$ cat config.mk
export PLATFORM = sky130hd
export DESIGN_NAME = bsfs_ctrl
export DESIGN_NICKNAME = d
export VERILOG_FILES = /design/src/design/bsfs_pkg.sv /design/src/design/bsfs_ctrl.sv
export SDC_FILE = /design/constraint.sdc
export NUM_CORES = 1
export LEC_CHECK = 0
export BUFFER_PORTS_ARGS = -buffer_cell sky130_fd_sc_hd__buf_2
export CORE_MARGIN = 2
export CORE_UTILIZATION = 30
export DETAILED_ROUTE_END_ITERATION = 16
export HOLD_SLACK_MARGIN = 0.15
export SYNTH_ARGS = -nofsm -noshare
export SYNTH_HDL_FRONTEND = slang
export SYNTH_SLANG_ARGS = --single-unit
$ cat constraint.sdc
create_clock -name clock -period 2.7 [get_ports clock]
set_clock_uncertainty 0.1 [all_clocks]
set_input_delay 0.405 -clock clock [delete_from_list [all_inputs] [get_ports clock]]
set_output_delay 0.405 -clock clock [all_outputs]
set_load 0.03 [all_outputs]
$ cat src/design/bsfs_pkg.sv
// Shared types, constants and word functions of the bitmap store.
// Used by bsfs_ctrl, bsfs_datapath and bitmap_store_find_set_unit.
`timescale 1ns / 1ps
`default_nettype none
package bsfs_pkg;

   localparam int MAX_BITS   = 4096;
   localparam int WORD_BITS  = 64;
   localparam int WORD_COUNT = MAX_BITS / WORD_BITS;
   localparam int IDX_W      = $clog2(WORD_COUNT);
   localparam int OFF_W      = $clog2(WORD_BITS);
   localparam int SIZE_W     = 13;
   localparam int POS_W      = 16;
   localparam int OP_W       = 4;
   localparam logic [SIZE_W-1:0] SIZE_RESET = SIZE_W'(MAX_BITS);
   localparam logic [WORD_BITS-1:0] ALL_ONES = {WORD_BITS{1'b1}};

   typedef enum logic [OP_W-1:0] {
      OP_CLEAR  = 4'd0,
      OP_SETALL = 4'd1,
      OP_INVERT = 4'd2,
      OP_WRITE  = 4'd3,
      OP_FLIP   = 4'd4,
      OP_TEST   = 4'd5,
      OP_ANY    = 4'd6,
      OP_ALL    = 4'd7,
      OP_COUNT  = 4'd8,
      OP_NEXT   = 4'd9,
      OP_PREV   = 4'd10,
      OP_SHL    = 4'd11,
      OP_SHR    = 4'd12
   } op_type;

   typedef enum logic [2:0] {
      ST_IDLE,
      ST_PLAN,
      ST_SWEEP,
      ST_DRAIN,
      ST_FINISH
   } ctl_state_type;

   typedef struct packed {
      logic             accept;
      logic             issue;
      logic [IDX_W-1:0] idx;
      logic             load_rsp;
   } ctl_cmd_type;

   typedef struct packed {
      logic             skip;
      logic             trim;
      logic             down;
      logic [IDX_W-1:0] first;
      logic [IDX_W-1:0] last;
   } plan_type;

   // Lowest set bit; 63 when the word is zero.
   function automatic logic [OFF_W-1:0] low_index(input logic [WORD_BITS-1:0] w);
      logic [OFF_W-1:0] r;
      r = OFF_W'(WORD_BITS - 1);
      for (int k = WORD_BITS - 1; k >= 0; k--) begin
         if (w[k]) r = OFF_W'(k);
      end
      return r;
   endfunction

   // Highest set bit; 0 when the word is zero.
   function automatic logic [OFF_W-1:0] high_index(input logic [WORD_BITS-1:0] w);
      logic [OFF_W-1:0] r;
      r = '0;
      for (int k = 0; k < WORD_BITS; k++) begin
         if (w[k]) r = OFF_W'(k);
      end
      return r;
   endfunction

   function automatic logic [OFF_W:0] pop_count(input logic [WORD_BITS-1:0] w);
      logic [OFF_W:0] c;
      c = '0;
      for (int k = 0; k < WORD_BITS; k++) begin
         c = c + (OFF_W+1)'(w[k]);
      end
      return c;
   endfunction

   // Bits of word i that lie below size n.
   function automatic logic [WORD_BITS-1:0] word_mask(input logic [IDX_W-1:0] i,
                                                      input logic [SIZE_W-1:0] n);
      logic [SIZE_W-OFF_W-1:0] full;
      logic [SIZE_W-OFF_W-1:0] iw;
      logic [WORD_BITS-1:0]    m;
      full = n[SIZE_W-1:OFF_W];
      iw   = (SIZE_W-OFF_W)'(i);
      if (iw < full) m = ALL_ONES;
      else if (iw == full) m = ~(ALL_ONES << n[OFF_W-1:0]);
      else m = '0;
      return m;
   endfunction

endpackage
`default_nettype wire

$ cat src/design/bsfs_ctrl.sv
// Controller of the bitmap store: handshakes, job planning and word sweep counter.
// Depends on bsfs_pkg; drives bsfs_datapath through a command struct.
`timescale 1ns / 1ps
`default_nettype none
module bsfs_ctrl (
   input  wire                 clock,
   input  wire                 reset,
   input  wire                 req_valid,
   output logic                req_stall,
   output logic                rsp_valid,
   input  wire                 rsp_stall,
   input  wire                 csr_we,
   input  bsfs_pkg::plan_type  plan,
   output bsfs_pkg::ctl_cmd_type cmd
);
   import bsfs_pkg::*;

   ctl_state_type    state_ff, state_in;
   logic [IDX_W-1:0] cnt_ff, cnt_in;
   logic             rsp_valid_ff, rsp_valid_in;

   always_ff @(posedge clock) begin
      if (reset) begin
         state_ff     <= ST_IDLE;
         cnt_ff       <= '0;
         rsp_valid_ff <= 1'b0;
      end else begin
         state_ff     <= state_in;
         cnt_ff       <= cnt_in;
         rsp_valid_ff <= rsp_valid_in;
      end
   end

   always_comb begin
      state_in   = state_ff;
      cnt_in     = cnt_ff;
      cmd        = '0;
      cmd.idx    = cnt_ff;
      req_stall  = 1'b1;
      case (state_ff)
         ST_IDLE: begin
            req_stall = csr_we;
            if (csr_we) begin
               state_in = ST_PLAN;
            end else if (req_valid) begin
               cmd.accept = 1'b1;
               state_in   = ST_PLAN;
            end
         end
         ST_PLAN: begin
            cnt_in = plan.first;
            if (plan.skip) state_in = ST_FINISH;
            else state_in = ST_SWEEP;
         end
         ST_SWEEP: begin
            cmd.issue = 1'b1;
            if (cnt_ff == plan.last) state_in = ST_DRAIN;
            else if (plan.down) cnt_in = cnt_ff - IDX_W'(1);
            else cnt_in = cnt_ff + IDX_W'(1);
         end
         ST_DRAIN: begin
            // a size update rewrites the store and answers nothing
            if (plan.trim) state_in = ST_IDLE;
            else state_in = ST_FINISH;
         end
         ST_FINISH: begin
            if (!rsp_valid_ff || !rsp_stall) begin
               cmd.load_rsp = 1'b1;
               state_in     = ST_IDLE;
            end
         end
         default: state_in = ST_IDLE;
      endcase
   end

   always_comb begin
      rsp_valid_in = rsp_valid_ff;
      if (cmd.load_rsp) rsp_valid_in = 1'b1;
      else if (!rsp_stall) rsp_valid_in = 1'b0;
   end

   assign rsp_valid = rsp_valid_ff;

endmodule
`default_nettype wire

==> results of run 1 <==
[power breakdown]
| part | switching, W | internal, W |
|---|---|---|
| Combinational | 0.000117 | 0.0000861 |
| Sequential | 0.0000251 | 0.000164 |
| Clock | 0.0000475 | 0.0000514 |
[kinds of logic after synthesis]
family	after synthesis	share of synthesized area
adder cells (fa/ha/maj)	5	0.0902
buffers and inverters	12	0.0902
flip-flops	10	0.258
multiplexers	1	0.0129
AND/OR/NAND/NOR	38	0.253
AO/OA/AOI/OAI	21	0.184
XOR/XNOR	10	0.113
[placed cells by master, fill, tap and decap left out]
| cell | instances |
|---|---|
| nand4_1 | 2 |
| clkinv_2 | 1 |
| fa_1 | 1 |
| nor2_1 | 9 |
| nand3_1 | 1 |
| nand2_1 | 10 |
| inv_1 | 5 |
| nor4_2 | 1 |
| dfxtp_1 | 10 |
| nor2_2 | 3 |
| a311oi_1 | 3 |
| o32ai_1 | 1 |
| buf_4 | 1 |
| clkbuf_4 | 3 |
| o21a_1 | 1 |
| mux2i_1 | 1 |
| o21ai_0 | 3 |
| a221oi_1 | 1 |
| nor3_1 | 5 |
| buf_2 | 30 |
| ha_1 | 4 |
| xnor2_1 | 3 |
| nand3b_1 | 2 |
| a21oi_1 | 8 |
| a31oi_1 | 2 |
| xor2_1 | 7 |
| or3b_1 | 1 |
| and4_1 | 1 |
| a21o_2 | 1 |
| a311oi_2 | 1 |
| nor4_1 | 1 |
| and3_1 | 1 |
| nor2b_1 | 1 |
[path summary, 6_finish.rpt]
kind                                 start                     end  slack (ns)  cells after the start
setup / recovery  state_ff[1]$_SDFFE_PP0P_                  cmd[7]        0.53                      3
hold / removal                     plan[9]  cnt_ff[3]$_SDFFE_PP0P_        0.31                      3
setup reg to reg    cnt_ff[0]$_SDFFE_PP0P_  cnt_ff[4]$_SDFFE_PP0P_        0.89                      7
hold reg to reg     rsp_valid$_SDFFE_PP0P_  rsp_valid$_SDFFE_PP0P_        0.39                      2
[worst max-delay path, stage by stage, from the launching register on]
cell	delay (ns)
dfxtp_1	0.51
or3b_1	0.54
clkinv_2	0.14
buf_2	0.21
[Yosys cell counts]
cell type / instances
dfxtp_1: 10
nand2_1: 10
nor2_1: 9
a21oi_1: 8
xor2_1: 7
inv_1: 5
nor3_1: 5
ha_1: 4
a311oi_1: 3
nor2_2: 3
o21ai_0: 3
xnor2_1: 3
a31oi_1: 2
buf_4: 2
buf_6: 2
nand3b_1: 2
nand4_1: 2
a21o_2: 1
a221oi_1: 1
a311oi_2: 1
and3_1: 1
and4_1: 1
buf_2: 1
clkbuf_1: 1
clkinv_2: 1
fa_1: 1
mux2i_1: 1
nand3_1: 1
nor2b_1: 1
nor4_1: 1
nor4_2: 1
o21a_1: 1
o32ai_1: 1
or3b_1: 1
[sequential cells by signal, indices dropped and copies added (netlist names)]
register	count
rsp_valid	1
state_ff	3
cnt_ff	6
[routing by layer]
metal  global-route usage  routed length [µm]
met1                0.164                 813
met2                0.183                 735
met3               0.0296                 126
met4               0.0488                  25
met5                    0                   0
[metrics by stage]
stage                util  power (W)
CTS                 0.386   0.000496
floorplan               -   0.000348
finish              0.386   0.000491
global placement    0.377   0.000395
global route        0.386   0.000533
detailed placement  0.377   0.000396
[final cells by class]
| cell class | instances | area, µm² |
|---|---|---|
| inverters | 6 | 23.8 |
| clock buffers | 3 | 22.5 |
| repair buffers | 31 | 158 |
| multi-input cells | 75 | 507 |
| well taps | 30 | 37.5 |
| fillers | 280 | 1510 |
| flip-flops and latches | 10 | 200 |
==> impl_metrics.tcl, run 1 <==
set metrics [dict create \
    critical_path_class "reg -> out" \
    htree_levels 1 \
    setup_slack_ns 0.534 \
    crit_arrival_ns 1.66 \
    slew_violations 0 \
    overflow 0 \
    instances_no_fill 155 \
    drtIter0Drc 15 \
    postCtsSetupRepairBufs 0 \
    synthCells 97 \
    netlist.area_leader.share 0.258 \
    synth_cell_types 34 \
    core_region_area_um2 2450 \
    syn_area_per_cell_um2 8.01 \
    fin_setup_tns_ns 0 \
    synth_top_area_cell "dfxtp_1" \
    drc 0 \
    gp_congestion 0.799 \
    syn_nets 122 \
    grt_max_degree 12 \
    die_h_um 54.9 \
    ys_seq_area_frac 0.258 \
    yosysWarnings 0 \
    synth_area_um2 777 \
    ctsResizeCount 0 \
    end_kind "output port" \
    p_leak_nw 0.442 \
    cts_root_buf "clkbuf_4" \
    power_density_nw_per_um2 518 \
    drive_gt1_frac 0.328 \
    vias 751 \
    hpwlAfterDp_mm 1.40 \
    post_dp_cell_area_um2 926 \
    preCtsSetupSlack_ns 0.712 \
    outcome "finished, final reports clean" \
    max_slew_margin 0.769 \
    num_rows 18 \
    drv_cap 0 \
    vias_per_cell 4.85 \
    die-area_um2 3010 \
    rsz0062_at_grt "no" \
    ys_seq_elements 10 \
    ant_nets 0 \
    cts_hold_buf 0 \
    grt_pass1_wl_mm 2.60 \
    setup_violations 0 \
    place_inst 152 \
    io_buffer_count 30 \
    period_minus_slack_ns 2.17 \
    drt_wl_total_mm 1.70 \
    finalCritPeriodShare 0.802 \
    tightest_slew_ns 0.344 \
    num_antenna_cells 0 \
    clock-sinks 10 \
    clk_latency_ns 0.26 \
    fin_area_um2 948 \
    syn2layout_area_growth_pct 22.1 \
    grt_antenna_before_repair 0 \
    vdd_drop_max_mv 0.254 \
    cts_buffer_depth 2 \
    hold_viol_final 0 \
    timing.fmax_mhz 462 \
    whs_ns 0.312 \
    initial_core_util 0.317 \
    grt_pass1_vias 606 \
    cp.required_ns 2.19 \
    path_clk_slew_ns 0.06 \
    drt_pass1_iterations 4 \
    cp_max_fo 10 \
    hold_path.class "in -> reg" \
    dieWidth_um 54.9 \
    cts_tree "built" \
    startpoint_type "register" \
    numCtsBuffers 3 \
    grt_usage 0.121 \
    wl_per_cell_um 11.0 \
    final_net_count 152 \
    io_pins 31 \
    synthTopCellsByArea "dfxtp_1 (26%), xor2_1 (7.9%), ha_1 (6.4%)" \
]
Power figures use the tool's default switching activity.
==> run 2: changes to the inputs <==
--- a/config.mk
+++ b/config.mk
@@ -5,6 +5,7 @@
 export SDC_FILE = /design/constraint.sdc
 export NUM_CORES = 1
 export LEC_CHECK = 0
+export ABC_AREA = 1
 export BUFFER_PORTS_ARGS = -buffer_cell sky130_fd_sc_hd__buf_2
 export CORE_MARGIN = 2
 export CORE_UTILIZATION = 30
==> constraint.sdc (replaced) <==
create_clock -name clock -period 1.8 [get_ports clock]
set_clock_uncertainty 0.1 [all_clocks]
set_input_delay 0.27 -clock clock [delete_from_list [all_inputs] [get_ports clock]]
set_output_delay 0.27 -clock clock [all_outputs]
set_load 0.03 [all_outputs]
==> run 2 against run 1 <==
Sequential cell count did not move. Setup slack got worse by 0.35 ns. Critical path depth rose by 1. First-iteration DRC count fell by 6.7%. Clock-buffer cell count rose by 1. Combinational power rose by 110%. Final cell count rose by 28%. Design area rose by 11%.
==> impl_metrics.tcl, run 2 <==
set metrics [dict create \
    critical_path_class "reg -> out" \
    setup_violations 0 \
    initial_core_util 0.320 \
    cp_max_fo 10 \
    num_antenna_cells 0 \
    fin_setup_tns_ns 0 \
    drt_pass1_iterations 4 \
    timing.fmax_mhz 618 \
    drtIter0Drc 14 \
    grt_usage 0.140 \
    netlist.area_leader.share 0.248 \
    critPathSlowestCell "dfxtp_1" \
    vias 938 \
    synthMostInstantiatedCell "nand2_1" \
    rsz0062_at_grt "no" \
    tightest_slew_ns 0.243 \
    drive_gt1_frac 0.278 \
    htree_levels 1 \
    r2r_setup_slack_ns 0.21 \
    startpoint_type "register" \
    slew_violations 0 \
    final_common_cell "nand2_1" \
    drv_cap 0 \
    cp_top_family "flip-flops" \
    power_density_nw_per_um2 874 \
    path_clk_slew_ns 0.07 \
    max_slew_margin 0.838 \
    final_net_count 195 \
    grt_pass1_vias 812 \
    ys_seq_elements 10 \
    crit_chain "nor2_2, nand2_4, inv_4, buf_2" \
    seq_power_share 0.318 \
    postCtsSetupRepairBufs 0 \
    fill_cells 272 \
    clk_latency_ns 0.27 \
    largest_register_ffs 6 \
    hold_path.class "in -> reg" \
    synthArstFlopShare 0 \
    end_kind "output port" \
    min_to "rsp_valid$_SDFFE_PP0P_" \
    dieWidth_um 55.9 \
    cp.required_ns 1.43 \
    r2r_cells 10 \
    rr_startpoint "cnt_ff[0]$_SDFFE_PP0P_" \
    synthTopCellsByArea "dfxtp_1 (25%), nand2_1 (16%), nor2_1 (10%)" \
    instances_no_fill 199 \
    finalCritPeriodShare 0.898 \
    io_pins 31 \
    wl_per_cell_um 10.4 \
    path_buf_inv 2 \
    p_int_w 0.000527 \
    vias_per_cell 4.71 \
    cts_buffer_depth 2 \
    whs_ns 0.188 \
    numCtsBuffers 3 \
    outcome "finished, final reports clean" \
    power_frac_comb 0.456 \
    synth_cell_types 22 \
    cts_root_buf "clkbuf_4" \
    synth_area_um2 807 \
    hpwlAfterDp_mm 1.66 \
    place_inst 194 \
    power.switching_w 0.000389 \
    power.total_w 0.000917 \
    hold_depth 3 \
    synth-edff-count 0 \
    cts_tree "built" \
    top_register "cnt_ff" \
    crit_arrival_ns 1.25 \
    netSwitchingFraction 0.425 \
    period_minus_slack_ns 1.62 \
    drc 0 \
    syn2layout_area_growth_pct 29.9 \
    die-area_um2 3120 \
    clkPwrFrac 0.226 \
    hold_viol_final 0 \
    ys_seq_area_frac 0.248 \
    num_rows 18 \
    grt_pass1_wl_mm 3.49 \
    grt_max_degree 11 \
    syn_nets 158 \
    syn_area_per_cell_um2 6.07 \
    synthCells 133 \
    io_buffer_count 30 \
    vdd_drop_max_mv 0.465 \
    hp-start "rsp_stall" \
    rr_endpoint "cnt_ff[4]$_SDFFE_PP0P_" \
    synth_commonest_cells "nand2_1 (35), nor2_1 (22), inv_1 (18)" \
    grt_antenna_before_repair 0 \
    core_region_area_um2 2520 \
    final_util 0.416 \
    gp_congestion 0.832 \
    overflow 0 \
    yosysWarnings 0 \
    die_h_um 55.9 \
    synth_flop_cell "dfxtp_1" \
    layout_common_cells "nand2_1 (35), buf_2 (30), nor2_1 (22), inv_1 (18), o21ai_0 (12)" \
    drt_wl_total_mm 2.08 \
    synth_top_area_cell "dfxtp_1" \
    p_leak_nw 0.596 \
    ant_nets 0 \
    max_stage_delay_ns 0.36 \
    clock-sinks 10 \
]
-- run 2: cell families after synthesis --
logic type	count (synthesis)	synth area share
simple gates	72	0.386
buf+inv	23	0.116
compound gates	22	0.152
flops	10	0.248
fa+ha+maj	5	0.0868
xor+xnor	1	0.0109
-- run 2: layout make-up --
class                   instances  area, µm²  area share
inverters                      22       86.3      0.0823
multi-input cells             100        513       0.489
clock buffers                   4       36.3      0.0346
repair buffers                 33        175       0.167
flip-flops and latches         10        200       0.191
well taps                      30       37.5      0.0358
-- run 2: per-layer routing --
layer | GRT usage | wire (µm)
met2 | 0.226 | 931
met4 | 0.0476 | 23
met5 | 0 | 0
met3 | 0.0442 | 124
met1 | 0.177 | 996
-- run 2: tightest hold or removal path: stages --
cell and delay, ns:
buf_2 0.10, nand2_1 0.07, a21oi_1 0.06
-- run 2: worst max path at each step --
stage,from,end,slack [ns],cells after the start
after global routing,cnt_ff[1]$_SDFFE_PP0P_,cnt_ff[4]$_SDFFE_PP0P_,0.01,10
after floorplan,cnt_ff[0]$_SDFFE_PP0P_,cnt_ff[4]$_SDFFE_PP0P_,0.03,10
after detailed placement,plan[12],cnt_ff[4]$_SDFFE_PP0P_,0.09,11
final,state_ff[0]$_SDFFE_PP0P_,cmd[7],0.18,4
after CTS,state_ff[0]$_SDFFE_PP0P_,cmd[7],0.18,4
after global placement,plan[12],cnt_ff[4]$_SDFFE_PP0P_,0.12,11
-- run 2: stage by stage --
stage | setup WS [ns] | cell area, µm²
finish | 0.183 | 1050
global route | 0.0118 | 1050
CTS | 0.177 | 1050
detailed placement | 0.0909 | 1000
global placement | 0.122 | 1000
floorplan | 0.0311 | 807
-- run 2: power by group through the flow --
stage	Combinational, W	Sequential (W)	Clock [W]
floorplan	0.000246	0.000338	0
global placement	0.000410	0.000295	0
detailed placement	0.000414	0.000297	0
CTS	0.000419	0.000292	0.000211
global route	0.000473	0.000297	0.000222
finish	0.000418	0.000292	0.000207
-- run 2: timing repair --
action	CTS	global route
hold endpoints to repair	3	0
hold buffers	1	0
resized for setup	0	0
